[src/adjtab_pkg.sv]
`timescale 1ns / 1ps
`default_nettype none

package adjtab_pkg;

  localparam int OP_W     = 2;
  localparam int ID_W     = 10;
  localparam int SLOT_W   = 4;
  localparam int STATUS_W = 2;
  localparam int COUNT_W  = 11;
  localparam int LIMIT_W  = 11;
  localparam int SPN_W    = 5;
  localparam int APB_AW   = 3;
  localparam int APB_DW   = 32;

  localparam int DEF_MAX_NODES = 1024;
  localparam int DEF_MAX_SLOTS = 16;

  localparam logic [LIMIT_W-1:0] NODE_LIMIT_RST = '0;
  localparam logic [SPN_W-1:0]   SPN_RST        = 5'd4;

  localparam logic REG_NODE_LIMIT = 1'b0;
  localparam logic REG_SLOTS      = 1'b1;

  typedef enum logic [OP_W-1:0] {
    OP_INSERT = 2'd0,
    OP_READ   = 2'd1,
    OP_CLEAR  = 2'd2,
    OP_NOP    = 2'd3
  } op_t;

  typedef enum logic [STATUS_W-1:0] {
    ST_OK     = 2'd0,
    ST_A_FULL = 2'd1,
    ST_B_FULL = 2'd2,
    ST_RANGE  = 2'd3
  } status_t;

  typedef struct packed {
    logic [LIMIT_W-1:0] node_limit;
    logic [SPN_W-1:0]   slots_per_node;
  } cfg_t;

  typedef enum logic [3:0] {
    S_INIT,
    S_IDLE,
    S_START,
    S_RD_B,
    S_CHK_B,
    S_WR_B,
    S_RD_WAIT,
    S_CLEAR,
    S_DONE
  } state_t;

endpackage

`default_nettype wire

[src/adjtab_cfg.sv]
`timescale 1ns / 1ps
`default_nettype none

module adjtab_cfg (
  input  wire logic                        clk,
  input  wire logic                        rst,
  input  wire logic                        psel,
  input  wire logic                        penable,
  input  wire logic                        pwrite,
  input  wire logic [adjtab_pkg::APB_AW-1:0] paddr,
  input  wire logic [adjtab_pkg::APB_DW-1:0] pwdata,
  output logic      [adjtab_pkg::APB_DW-1:0] prdata,
  output logic                             pready,
  output adjtab_pkg::cfg_t                 cfg
);
  import adjtab_pkg::*;

  cfg_t cfg_regs;
  logic reg_sel;

  assign reg_sel = paddr[APB_AW-1];
  assign pready  = 1'b1;
  assign cfg     = cfg_regs;

  always_ff @(posedge clk) begin
    if (rst) begin
      cfg_regs.node_limit     <= NODE_LIMIT_RST;
      cfg_regs.slots_per_node <= SPN_RST;
    end else if (psel && penable && pwrite) begin
      unique case (reg_sel)
        REG_NODE_LIMIT: cfg_regs.node_limit     <= pwdata[LIMIT_W-1:0];
        REG_SLOTS:      cfg_regs.slots_per_node <= pwdata[SPN_W-1:0];
      endcase
    end
  end

  always_comb begin
    prdata = '0;
    if (paddr[1:0] == 2'b00) begin
      unique case (reg_sel)
        REG_NODE_LIMIT: prdata = APB_DW'(cfg_regs.node_limit);
        REG_SLOTS:      prdata = APB_DW'(cfg_regs.slots_per_node);
      endcase
    end
  end

endmodule

`default_nettype wire

[config.mk]
export PLATFORM = sky130hd
export DESIGN_NAME = adjtab_cfg
export DESIGN_NICKNAME = d
export VERILOG_FILES = /design/src/adjtab_pkg.sv /design/src/adjtab_cfg.sv
export SDC_FILE = /design/constraint.sdc
export NUM_CORES = 1
export LEC_CHECK = 0
export BUFFER_PORTS_ARGS = -buffer_cell sky130_fd_sc_hd__clkbuf_2
export CORE_AREA = 3 3 63 65
export CTS_CLUSTER_DIAMETER = 80
export DETAILED_ROUTE_END_ITERATION = 10
export DIE_AREA = 0 0 66 68
export PLACE_DENSITY = 0.64
export REMOVE_ABC_BUFFERS = 1
export SKIP_CTS_REPAIR_TIMING = 1
export SYNTH_ARGS = -nofsm -noshare
export SYNTH_HDL_FRONTEND = slang
export SYNTH_SLANG_ARGS = --single-unit
export TNS_END_PERCENT = 100
[constraint.sdc]
create_clock -name clk -period 1.64 [get_ports clk]
set_input_delay 0.082 -clock clk [delete_from_list [all_inputs] [get_ports clk]]
set_output_delay 0.082 -clock clk [all_outputs]
set_load 0.05 [all_outputs]
---- Word-level counts from Yosys, hierarchy flattened ----
Index checks and enable logic that the tools add are counted.
word-level totals
  flip-flop bits (word level) ............. 16
  latch bits .............................. 0
  bits in writable memories ............... 0
  memory bits (read-only) ................. 0
  output and inout port bits .............. 49
  memories kept ........................... 0
cells by class
  add/subtract/negate cells ............... 0
  multipliers ............................. 0
  div/mod/pow operators ................... 0
  $lt $le $gt $ge ......................... 0
  eq/ne operators ......................... 0
  shift-type cells ........................ 0
  muxes and demuxes ....................... 2
  bitwise operators ....................... 1
  reduce and logical (&&, ||, !) cells .... 5
operators by type and width
  kind               number
  $pmux 32 s2        1
  $mux 32            1
  $reduce_and 2->1   2
  $logic_and 1x1->1  2
  $logic_not 2->1    1
  $not 1->1          1

---- Longest topological paths before layout ----
  word-level depth ........................ 3
  depth in mapped cells ................... 4
  depth with buffers taken out ............ 2

---- Worst setup path after synthesis ----
Ideal clock, no wire load.
  kind .................................... reg2out
  from .................................... reg cfg_regs (netlist bit cfg[0])
  to ...................................... out prdata[0] in the netlist's numbering
  arrival ................................. 1.435 ns
  data required time ...................... 1.558 ns
  slack ................................... 0.123 ns
  cell stages (with the launch flop) ...... 3
  buffers on the path ..................... 0
  cells stage by stage .................... dfxtp_1 -> mux2i_1 -> nor2_1
between the ends
  cells in the longest elaborated chain, start to end .. 2
ends and longest elaborated chain
  element      line              source
  from (decl)  adjtab_cfg.sv:18  cfg_t cfg_regs;
  $pmux 32 s2  adjtab_cfg.sv:40  unique case (reg_sel)
  $mux 32      adjtab_cfg.sv:39  if (paddr[1:0] == 2'b00) begin
  to (decl)    adjtab_cfg.sv:12  output logic [adjtab_pkg::APB_DW-1:0] prdata,
No other way between the ends. The select of a mux whose other input is x is not followed.

---- Worst setup path in the final report ----
  from .................................... reg cfg_regs (netlist bit cfg[3])
  to ...................................... out prdata[3] in the netlist's numbering
The elaborated chain is that of the path after synthesis.

==> flow_metrics.env <==
export IMPL_status="finished clean"
export IMPL_core_area_um2=3390
export IMPL_totalWireLength_um=2146
export IMPL_period_minus_slack_ns=1.219
export IMPL_cp_slowest_cell="dfxtp_1"
export IMPL_crit_fanout=3
export IMPL_stdcell_count=201
export IMPL_hold_path_class="in2reg"
export IMPL_p_leak_nw=0.6098
export IMPL_gr_usage_all_layers=0.1029
export IMPL_ff2ff_setup_slack_ns=1.00
export IMPL_vias_per_cell=3.995
export IMPL_synth_warnings=0
export IMPL_ys_types=16
export IMPL_initial_utilization=0.2994
export IMPL_yosysSeqAreaShare=0.3157
export IMPL_synth_area_per_cell_um2=9.060
export IMPL_cp_start_kind="register"
export IMPL_cts_tree="built"
export IMPL_pre_cts_slack_ns=0.4623
export IMPL_netlist_instances=112
export IMPL_hold_ws_ns=0.02609
export IMPL_drive_gt1_frac=0.3355
export IMPL_port_buffers=45
export IMPL_layout_nets=196
export IMPL_r2r_cells=2
export IMPL_synth_top_cell_area_share=0.3157
export IMPL_setup_viol=0
export IMPL_holdPathStages=3
export IMPL_clkSinkCount=16
export IMPL_maxCapViolCount=0
export IMPL_clk_pin_slew_ns=0.10
export IMPL_synth_top_area_cell="dfxtp_1"
export IMPL_antenna_found_initial=0
export IMPL_end_kind="output pin"
export IMPL_place_congestion=0.6646
export IMPL_ys_top_cells_by_area="dfxtp_1 32%, mux2i_1 21%, buf_4 16%"
export IMPL_drt_iter0_markers=26
export IMPL_worstPathCellList="mux2i_1 -> nor2_1 -> clkbuf_2"
export IMPL_clockRootBuffer="clkbuf_4"
export IMPL_fin_ws_ns=0.4208
export IMPL_rows=21
export IMPL_fin_skew_ns=0
export IMPL_slew_violations=0
export IMPL_rsz0062_at_grt="no"
export IMPL_diodes=0
export IMPL_clk_latency_ns=0.28
export IMPL_max_freq_mhz=820.2
export IMPL_area_growth_pct=20.22
export IMPL_synth_area_um2=1015
export IMPL_num_vias=803
export IMPL_path_class="reg2out"
export IMPL_final_common_cell="clkbuf_2"
export IMPL_overflow=0
export IMPL_finalCritPeriodShare=0.7434
export IMPL_grt_first_pass_wirelength_um=3498
export IMPL_dp_cells=197
export IMPL_cp_data_arrival_time_ns=1.14
export IMPL_ios=89
export IMPL_dieHeight_um=68
export IMPL_wl_per_cell_um=10.68
export IMPL_multi_input_comb_area_um2=565.5
export IMPL_drc=0
export IMPL_htreeDepth=1
export IMPL_fill_cells=366
export IMPL_hold_viol=0
export IMPL_antenna_left=0
export IMPL_seqCellArea_um2=320.3
export IMPL_dr_pass1_iters=4
export IMPL_vdd_drop_max_v=0.0003125
export IMPL_die_area_um2=4488
export IMPL_clockBufferDepth=2
export IMPL_cts_inserted_buffers=3
export IMPL_grt_pass1_vias=739
export IMPL_worstPathRequired_ns=1.56
export IMPL_final_cell_mix="45 x clkbuf_2, 26 x nand2b_1, 22 x conb_1"
export IMPL_yosys_register_bits=16
export IMPL_slowest_delay_ns=0.37
export IMPL_largest_reg_flops=16
export IMPL_powerDensity_nw_per_um2=743.3
export IMPL_grt_max_degree=29
export IMPL_fin_setup_tns_ns=0
export IMPL_dp_hpwl_um=1706
export IMPL_die_x_um=66
[cell families after synthesis]
kind of cell,synth area share
DFF,0.3157
muxes,0.2072
other,0.007401
and+or+nand+nor,0.2688
buffers and inverters,0.2010
[layout make-up]
| class | instances | share of cell area |
|---|---|---|
| repair buffers | 47 | 0.1969 |
| flip-flops and latches | 16 | 0.2626 |
| multi-input cells | 88 | 0.4636 |
| clock buffers | 4 | 0.02974 |
| well taps | 46 | 0.04718 |
[layer usage]
metal,share of wire,track usage,vias to the layer above
li1,-,-,404
met1,0.49,0.1431,341
met2,0.37,0.1477,56
met3,0.13,0.02791,2
met4,0.0037,0.04569,0
met5,0,0,-
[cells in the mapped netlist, drive strengths merged]
cell type / n
nand2b: 26
buf: 25
mux2i: 21
dfxtp: 16
nor2: 7
and2: 6
clkbuf: 3
conb: 2
and4: 1
and4b: 1
nand4: 1
nand4b: 1
nor3: 1
or2: 1
[through the flow]
step	power, mW	util	cell area (um2)
final	0.9068	0.3599	1220
after global routing	0.9499	0.3599	1220
after CTS	0.9208	0.3599	1220
after detailed placement	0.6560	0.3492	1184
after global placement	0.6548	0.3492	1184
after floorplan	0.5995	-	885.9
[where the power goes]
group          internal [mW]  total [mW]  switching [mW]  leakage (nW)
sequential             0.397       0.404         0.00689         0.130
clock                  0.135       0.260           0.125        0.0210
combinational         0.0516       0.243           0.191         0.459
[worst paths after layout]
check                       start                    to
max           cfg[3]$_SDFFE_PP0P_             prdata[3]
min reg2reg   cfg[7]$_SDFFE_PP0P_   cfg[7]$_SDFFE_PP0P_
min                     pwdata[8]  cfg[13]$_SDFFE_PP0P_
max reg2reg  cfg[13]$_SDFFE_PP0P_  cfg[13]$_SDFFE_PP0P_
[worst max-delay path, delay by kind of cell (launching register included)]
| family | cells | cell delay, ns |
|---|---|---|
| AND/OR/NAND/NOR | 1 | 0.11 |
| multiplexers | 1 | 0.08 |
| flip-flops | 1 | 0.37 |
| buffers and inverters | 1 | 0.29 |
(Power assumes the default switching activity.)
